===== config.mk =====
export PLATFORM = sky130hd
export DESIGN_NAME = mandelbrot_pixel_classifier_core
export DESIGN_NICKNAME = d
export VERILOG_FILES = /design/src/hdl/mpc_pkg.sv /design/src/hdl/mandelbrot_pixel_classifier_core.sv
export SDC_FILE = /design/constraint.sdc
export NUM_CORES = 2
export LEC_CHECK = 0
export BUFFER_PORTS_ARGS = -buffer_cell sky130_fd_sc_hd__buf_2
export CORE_ASPECT_RATIO = 1.5
export CORE_MARGIN = 8
export CORE_UTILIZATION = 60
export DETAILED_ROUTE_END_ITERATION = 10
export PLACE_DENSITY = 0.76
export SYNTH_ARGS = -nofsm -noshare
export SYNTH_HDL_FRONTEND = slang
export SYNTH_SLANG_ARGS = --single-unit

===== constraint.sdc =====
create_clock -name clk -period 26.5 [get_ports clk]
set_input_delay 3.975 -clock clk [delete_from_list [all_inputs] [get_ports clk]]
set_output_delay 3.975 -clock clk [all_outputs]
set_load 0.01 [all_outputs]

===== src/hdl/mpc_pkg.sv =====
`timescale 1ns / 1ps
`default_nettype none
// ----------------------------------------------------------------------------
// mpc_pkg - shared types and constants for the Mandelbrot pixel classifier
// Q4.28 limits, inside-box bounds, escape radius, register map and reset values.
// ----------------------------------------------------------------------------
package mpc_pkg;

	localparam int FRAC_BITS = 28;
	localparam int Q_W       = 32;
	localparam int PROD_W    = 2 * Q_W;
	localparam int ROW_W     = 9;
	localparam int COL_W     = 9;
	localparam int STEP_W    = 29;
	localparam int ITER_W    = 8;
	localparam int CFG_IDX_W = 2;

	typedef logic signed [Q_W-1:0]    q_t;
	typedef logic signed [PROD_W-1:0] prod_t;

	localparam prod_t Q_MAX = prod_t'(64'sh0000_0000_7FFF_FFFF);
	localparam prod_t Q_MIN = -prod_t'(64'sh0000_0000_8000_0000);

	// inside box: -0.5 < re < 0.25, -0.5 < im < 0.5
	localparam q_t BOX_RE_LO = -q_t'(32'sd134217728);
	localparam q_t BOX_RE_HI = q_t'(32'sd67108864);
	localparam q_t BOX_IM_LO = -q_t'(32'sd134217728);
	localparam q_t BOX_IM_HI = q_t'(32'sd134217728);

	// |z|^2 >= 4 in Q8.56
	localparam logic [PROD_W-1:0] ESCAPE_SQ = 64'd1 << 58;

	// register map
	typedef enum logic [CFG_IDX_W-1:0] {
		REG_ORIGIN_RE = 2'd0,
		REG_ORIGIN_IM = 2'd1,
		REG_STEP      = 2'd2,
		REG_MAX_ITER  = 2'd3
	} reg_idx_t;

	localparam q_t                RST_ORIGIN_RE = -q_t'(32'sd536870912);
	localparam q_t                RST_ORIGIN_IM = q_t'(32'sd536870912);
	localparam logic [STEP_W-1:0] RST_STEP      = 29'd2097152;
	localparam logic [ITER_W-1:0] RST_MAX_ITER  = 8'd200;

	// clamp a wide signed value to the Q4.28 range
	function automatic q_t sat_q(input prod_t v);
		q_t r;
		if (v > Q_MAX)
			r = q_t'(Q_MAX[Q_W-1:0]);
		else if (v < Q_MIN)
			r = q_t'(Q_MIN[Q_W-1:0]);
		else
			r = q_t'(v[Q_W-1:0]);
		return r;
	endfunction

endpackage : mpc_pkg
`default_nettype wire


===== src/hdl/mandelbrot_pixel_classifier_core.sv =====
`timescale 1ns / 1ps
`default_nettype none
// ----------------------------------------------------------------------------
// mandelbrot_pixel_classifier_core - escape-time classifier for one pixel
// Maps (row, col) to c, tests the inside box, then iterates z = z*z + c on
// one shared 32x32 multiplier until |z|^2 >= 4 or the iteration limit.
// ----------------------------------------------------------------------------
// Sequence: col*step and row*step through the multiplier, then c from the
//   products and the inside-box test; a point in the box (or a zero limit)
//   ends there with the done strobe, otherwise the escape loop follows.
// Throughput: one pixel at a time; every iteration forms x*x, y*y and x*y
//   through the single multiplier, then the update unless the loop ends there.
// The result is a one-cycle done strobe; the receiver cannot stall. busy drops
//   with the strobe, so the next start beat may land in that same cycle.
// Reset (arst_n low, async): sequencer idle, no strobe, configuration registers at defaults.

module mandelbrot_pixel_classifier_core (
	input  wire                              clk,
	input  wire                              arst_n,
	// pixel command
	input  wire                              start,
	output logic                             busy,
	input  wire  [mpc_pkg::ROW_W-1:0]        pixel_row,
	input  wire  [mpc_pkg::COL_W-1:0]        pixel_col,
	// result beat
	output logic                             done,
	output logic [mpc_pkg::ITER_W-1:0]       escape_count,
	output logic                             inside_set,
	// configuration write channel
	input  wire                              cfg_valid,
	output logic                             cfg_ready,
	input  wire  [mpc_pkg::CFG_IDX_W-1:0]    cfg_index,
	input  wire  [mpc_pkg::Q_W-1:0]          cfg_data
);

	// one-hot sequencer
	typedef enum logic [8:0] {
		ST_IDLE = 9'b000000001,  // wait for start
		ST_MAPR = 9'b000000010,  // mul: col * step
		ST_MAPI = 9'b000000100,  // c_re from product, mul: row * step
		ST_CIM  = 9'b000001000,  // c_im from product
		ST_BOX  = 9'b000010000,  // inside-box shortcut, seed z = c
		ST_SQX  = 9'b000100000,  // mul: x * x
		ST_SQY  = 9'b001000000,  // mul: y * y
		ST_XY   = 9'b010000000,  // escape test, mul: x * y
		ST_UPD  = 9'b100000000   // z = z*z + c
	} state_t;

	state_t state_q;

	// configuration registers
	mpc_pkg::q_t                 origin_re_q;
	mpc_pkg::q_t                 origin_im_q;
	logic [mpc_pkg::STEP_W-1:0]  step_q;
	logic [mpc_pkg::ITER_W-1:0]  max_iter_q;

	// working registers (payload, no reset)
	logic [mpc_pkg::ROW_W-1:0]   row_q;
	logic [mpc_pkg::COL_W-1:0]   col_q;
	mpc_pkg::q_t                 c_re_q;
	mpc_pkg::q_t                 c_im_q;
	mpc_pkg::q_t                 x_q;
	mpc_pkg::q_t                 y_q;
	mpc_pkg::prod_t              mul_q;   // registered multiplier output
	mpc_pkg::prod_t              xx_q;    // x*x held while y*y is formed
	mpc_pkg::prod_t              diff_q;  // x*x - y*y
	logic [mpc_pkg::ITER_W-1:0]  iter_q;

	// shared multiplier
	mpc_pkg::q_t                 mul_a;
	mpc_pkg::q_t                 mul_b;
	mpc_pkg::prod_t              mul_p;

	// derived values
	mpc_pkg::q_t                 c_re_nxt;
	mpc_pkg::q_t                 c_im_nxt;
	mpc_pkg::q_t                 x_nxt;
	mpc_pkg::q_t                 y_nxt;
	logic [mpc_pkg::PROD_W-1:0]  mag_sq;
	logic                        escaped;
	logic                        in_box;
	logic                        accept;

	assign accept    = start && (state_q == ST_IDLE);
	assign busy      = (state_q != ST_IDLE);
	assign cfg_ready = 1'b1;

	// ------------------------------------------------------------------
	// operand select for the one multiplier
	// ------------------------------------------------------------------
	always_comb begin
		case (state_q)
			ST_MAPR: begin
				mul_a = mpc_pkg::q_t'({{(mpc_pkg::Q_W-mpc_pkg::COL_W){1'b0}}, col_q});
				mul_b = mpc_pkg::q_t'({{(mpc_pkg::Q_W-mpc_pkg::STEP_W){1'b0}}, step_q});
			end
			ST_MAPI: begin
				mul_a = mpc_pkg::q_t'({{(mpc_pkg::Q_W-mpc_pkg::ROW_W){1'b0}}, row_q});
				mul_b = mpc_pkg::q_t'({{(mpc_pkg::Q_W-mpc_pkg::STEP_W){1'b0}}, step_q});
			end
			ST_SQX: begin
				mul_a = x_q;
				mul_b = x_q;
			end
			ST_SQY: begin
				mul_a = y_q;
				mul_b = y_q;
			end
			ST_XY: begin
				mul_a = x_q;
				mul_b = y_q;
			end
			default: begin
				mul_a = x_q;
				mul_b = y_q;
			end
		endcase
	end

	assign mul_p = mul_a * mul_b;

	// ------------------------------------------------------------------
	// point mapping, box test, escape test and z update
	// ------------------------------------------------------------------
	// c_re = origin_re + col*step, c_im = origin_im - row*step, both clamped
	assign c_re_nxt = mpc_pkg::sat_q({{mpc_pkg::Q_W{origin_re_q[mpc_pkg::Q_W-1]}},
		origin_re_q} + mul_q);
	assign c_im_nxt = mpc_pkg::sat_q({{mpc_pkg::Q_W{origin_im_q[mpc_pkg::Q_W-1]}},
		origin_im_q} - mul_q);

	assign in_box = (c_re_q > mpc_pkg::BOX_RE_LO) && (c_re_q < mpc_pkg::BOX_RE_HI) &&
		(c_im_q > mpc_pkg::BOX_IM_LO) && (c_im_q < mpc_pkg::BOX_IM_HI);

	// both squares are non-negative and at most 2^62, so the sum cannot wrap
	assign mag_sq  = xx_q + mul_q;
	assign escaped = (mag_sq >= mpc_pkg::ESCAPE_SQ);

	// arithmetic shift is a floor division; 2*x*y / 2^28 is x*y >>> 27
	// (all operands signed so the shift keeps the sign)
	assign x_nxt = mpc_pkg::sat_q((diff_q >>> mpc_pkg::FRAC_BITS) +
		mpc_pkg::prod_t'(c_re_q));
	assign y_nxt = mpc_pkg::sat_q((mul_q >>> (mpc_pkg::FRAC_BITS - 1)) +
		mpc_pkg::prod_t'(c_im_q));

	// ------------------------------------------------------------------
	// configuration registers
	// ------------------------------------------------------------------
	always_ff @(posedge clk or negedge arst_n) begin
		if (!arst_n) begin
			origin_re_q <= mpc_pkg::RST_ORIGIN_RE;
			origin_im_q <= mpc_pkg::RST_ORIGIN_IM;
			step_q      <= mpc_pkg::RST_STEP;
			max_iter_q  <= mpc_pkg::RST_MAX_ITER;
		end else if (cfg_valid && cfg_ready) begin
			case (cfg_index)
				mpc_pkg::REG_ORIGIN_RE: origin_re_q <= mpc_pkg::q_t'(cfg_data);
				mpc_pkg::REG_ORIGIN_IM: origin_im_q <= mpc_pkg::q_t'(cfg_data);
				mpc_pkg::REG_STEP:      step_q      <= cfg_data[mpc_pkg::STEP_W-1:0];
				mpc_pkg::REG_MAX_ITER:  max_iter_q  <= cfg_data[mpc_pkg::ITER_W-1:0];
				default: ;
			endcase
		end
	end

	// ------------------------------------------------------------------
	// sequencer and result strobe
	// ------------------------------------------------------------------
	always_ff @(posedge clk or negedge arst_n) begin
		if (!arst_n) begin
			state_q <= ST_IDLE;
			done    <= 1'b0;
		end else begin
			done <= 1'b0;
			case (state_q)
				ST_IDLE: begin
					if (accept)
						state_q <= ST_MAPR;
				end
				ST_MAPR: state_q <= ST_MAPI;
				ST_MAPI: state_q <= ST_CIM;
				ST_CIM:  state_q <= ST_BOX;
				ST_BOX: begin
					if (in_box || (max_iter_q == '0)) begin
						state_q <= ST_IDLE;
						done    <= 1'b1;
					end else begin
						state_q <= ST_SQX;
					end
				end
				ST_SQX: state_q <= ST_SQY;
				ST_SQY: state_q <= ST_XY;
				ST_XY: begin
					// last test without escape: no update needed
					if (escaped || (iter_q == max_iter_q)) begin
						state_q <= ST_IDLE;
						done    <= 1'b1;
					end else begin
						state_q <= ST_UPD;
					end
				end
				ST_UPD:  state_q <= ST_SQX;
				default: state_q <= ST_IDLE;
			endcase
		end
	end

	// ------------------------------------------------------------------
	// datapath registers
	// ------------------------------------------------------------------
	always_ff @(posedge clk) begin
		mul_q <= mul_p;
		case (state_q)
			ST_IDLE: begin
				if (accept) begin
					row_q <= pixel_row;
					col_q <= pixel_col;
				end
			end
			ST_MAPI: c_re_q <= c_re_nxt;
			ST_CIM:  c_im_q <= c_im_nxt;
			ST_BOX: begin
				x_q    <= c_re_q;
				y_q    <= c_im_q;
				iter_q <= mpc_pkg::ITER_W'(1);
				if (in_box || (max_iter_q == '0)) begin
					escape_count <= '0;
					inside_set   <= 1'b1;
				end
			end
			ST_SQY: xx_q <= mul_q;
			ST_XY: begin
				diff_q <= xx_q - mul_q;
				if (escaped) begin
					escape_count <= iter_q;
					inside_set   <= 1'b0;
				end else if (iter_q == max_iter_q) begin
					escape_count <= '0;
					inside_set   <= 1'b1;
				end
			end
			ST_UPD: begin
				x_q    <= x_nxt;
				y_q    <= y_nxt;
				iter_q <= iter_q + mpc_pkg::ITER_W'(1);
			end
			default: ;
		endcase
	end

endmodule : mandelbrot_pixel_classifier_core
`default_nettype wire


==> run summary <==
The routed wire length per instance came out at 26.3 µm. Yosys mapped the design onto 97 distinct sky130hd cell types. The mapped cell area is between 60000 and 70000 µm². The share of cells above drive strength 1 is 0.0636. The number of antenna violations at the first check in global routing was 10. Leaving out fill and tap cells, the most frequent cell in the layout is inv_1. The post-synthesis async set-or-reset flop share is 0.253. The final-report max-slew violation count came to 0. The worst setup slack for register-to-register paths is 14.54 ns. The most critical setup path has its startpoint at state_q[6]. The number of nets with antenna violations after routing came out at 0. The maximum fanout encountered on the critical timing path is 43. The portion of the clock cycle consumed by the worst path in the final layout came out at 0.451.

The initial core utilization came out at 0.604. Once placement finished, the instance area stood at ~70000 µm². The starting DRC count in detailed routing came out at about 5000. Setup repair after global routing left no endpoint under its margin. Setup violations remaining at the end of the flow were counted as 0.

The layout-stage area growth over the synthesis result is 5.09%. The tool flagged a number of max-cap violations equal to 0. The area share of the largest cell type after synthesis is 0.320.

Each instance of the synthesized netlist takes up on average slightly above 9 µm². The number of enable-type register cells in the synthesized netlist came out at about 260. The global router's overall resource usage is 0.371. The total clock buffers created by CTS is 47. The longest individual stage delay on the worst path is roughly 0.97 ns. The hold-fix buffer count after cts came out at 0.

STA classifies the critical path endpoint as a register. The most area-hungry cell type in the Yosys netlist is fa_1. The run finished with clean final reports. The residual overflow from global routing came out at 0. The horizontal die dimension is just under 300 µm.

The clock edge transition at the registers on the reported setup and hold paths came out at about 0.070 ns. Counting every instance in the synthesized netlist gives roughly 7400. After detailed placement, the design holds a cell count of a little under 9000. For the pin with the worst max-slew slack, the measured transition is 1.32 ns. Entering global routing, the biggest net connects 66 pins.

The synthesis-stage register bit count is between 400 and 500. The most used flip-flop cell after synthesis is edfxtp_1. For this run, design rule violations remaining after detail routing come to 0. The H-tree was split into 2 levels.

The area of the core region came out at between 100000 and 150000 µm². The critical path contains buffers and inverters numbering 4 combined. The count of pins on the block boundary is between 60 and 70.

The worst setup path is launched from a register. The routed wire length is 232 mm. The HPWL after detailed placement came out at roughly 190 mm.

The cell that appears most often on the critical path is fa_1. The die height came out at between 400 and 500 µm. On the final layout, the worst clock skew is 0.0503 ns. TritonCTS built the clock tree. The number of cells on the critical path came out at 34. The endpoint identified for the worst register-to-register timing path is mul_q[62]. The final hold violation count came out at 0. The setup fix buffers added after clock tree synthesis is 0. The post-synthesis sequential area ratio is 0.176. Data on the critical path arrives at its endpoint at ~13 ns. The via count of the first global-routing pass is slightly below 60000. The worst setup path endpoint is mul_q[62]. The class of the tightest hold or removal check is reg2reg. The maximum buffer depth of the clock tree came out at 3. The total vias in the final route came out at 55917. The worst setup path is of the reg2reg kind.

The worst reg2reg path depth is 34. The count of TritonRoute iterations in the first routing pass is 7. The area of all placed cells without fillers came out at between 70000 and 80000 µm². The global-route wire length before repair is 352 mm. The full die area is approximately 120000 µm². For this design, the slowest cell found on the critical path is and2_1. The yosys synthesis warning count came out at 0.

Among cell families on the critical path, the largest total delay comes from adder cells. The final-stage net count is about 9000. The port buffer count came out at 66.

The maximum clock frequency is around 84 MHz. The cell row count is ~150. After synthesis, the cell types taking the most area are fa_1 32%, edfxtp_1 12%, ha_1 9.4%. The number of resized instances in the post-cts repair step came out at 0. The post-route minimum period is 11.96 ns. The clock latency on the worst-skew pair is roughly 0.65 ns. The tree is rooted in a clkbuf_16. In the layout the commonest cells are 1137 x inv_1, 1087 x fa_1, 767 x nor2_1, 763 x nand2_1, 510 x ha_1. After detailed routing, the number of vias per cell comes to 6.34. The startpoint identified for the worst register-to-register timing path is state_q[6]. The relative max-transition margin is 0.121. The setup TNS came out at 0 ns. The count of clock tree sinks came out at 438. The congestion estimate from routability-driven global placement came to 1.06. The required time of the critical path came out at approximately 27 ns. The final instance count without filler cells came out at between 8000 and 9000. Counting every net in the synthesized netlist gives about 9000.
metal layers:
layer | vias up | track usage | share of wire
met5 | - | 0 | 0.00023
met4 | 8 | 0.311 | 0.11
met3 | 1038 | 0.0527 | 0.073
met2 | 2858 | 0.639 | 0.48
met1 | 27792 | 0.404 | 0.33
li1 | 24221 | - | -
synth_stat cells (51+ instances only):
cell type and count:
dfrtp_1 102, edfxtp_1 263, nor2_1 771, inv_1 1137
nand2b_1 51, ha_1 510, nand4_1 75, dfxtp_1 64
nand3_1 80, nor3_1 62, xnor2_1 191, clkbuf_1 302
o21bai_1 71, o21ai_0 292, nand2_1 765, xor2_1 98
a21oi_1 424, fa_1 1087, mux2_2 105, a21o_1 150
sequential cells by signal, summed over array words and instances (netlist names), 9 cells and up:
register,cells
row_q,9
diff_q,36
step_q,29
state_q,9
x_q,32
col_q,9
xx_q,64
mul_q,64
origin_re_q,32
origin_im_q,32
c_im_q,32
c_re_q,32
y_q,32
layout make-up:
cell class	instances	area, µm²
fill	9356	41200
multi-input combinational	5531	50600
clock buffer	56	1240
antenna	1	2.50
inverter	1137	4270
clock inverter	32	350
timing repair buffer	176	1160
tap	1453	1820
sequential	438	12000
cells by family (layout without fill, tap and decap cells):
group,Yosys count,count (layout),synth area share
simple gates,2110,2110,0.138
fa+ha+maj,1597,1597,0.414
buf+inv,1464,1401,0.0823
compound gates,1419,1419,0.134
flops,438,438,0.176
xor+xnor,289,289,0.0372
mux,115,115,0.0189
other cells,1,2,0.0000552
worst min path at each step:
stage,slack (ns),cells after the start,start,to
after floorplan,0.46,0,mul_q[10],xx_q[10]
after global placement,0.49,1,origin_im_q[0],origin_im_q[0]
after detailed placement,0.50,1,origin_im_q[26],origin_im_q[26]
after CTS,0.52,1,origin_im_q[30],origin_im_q[30]
after global routing,0.53,1,origin_re_q[18],origin_re_q[18]
final,0.52,1,origin_im_q[26],origin_im_q[26]
through the flow:
stage                     hold WS (ns)   util  setup slack (ns)
after global placement           0.491  0.620             14.90
after global routing             0.529  0.634             14.09
final                            0.517  0.634             14.54
after floorplan                  0.463      -             15.03
after detailed placement         0.502  0.620             14.88
after CTS                        0.518  0.634             14.71
Power is left out: the tool's default activity adds up to more than one toggle a clock period on the data nets, which glitch-free logic cannot reach.
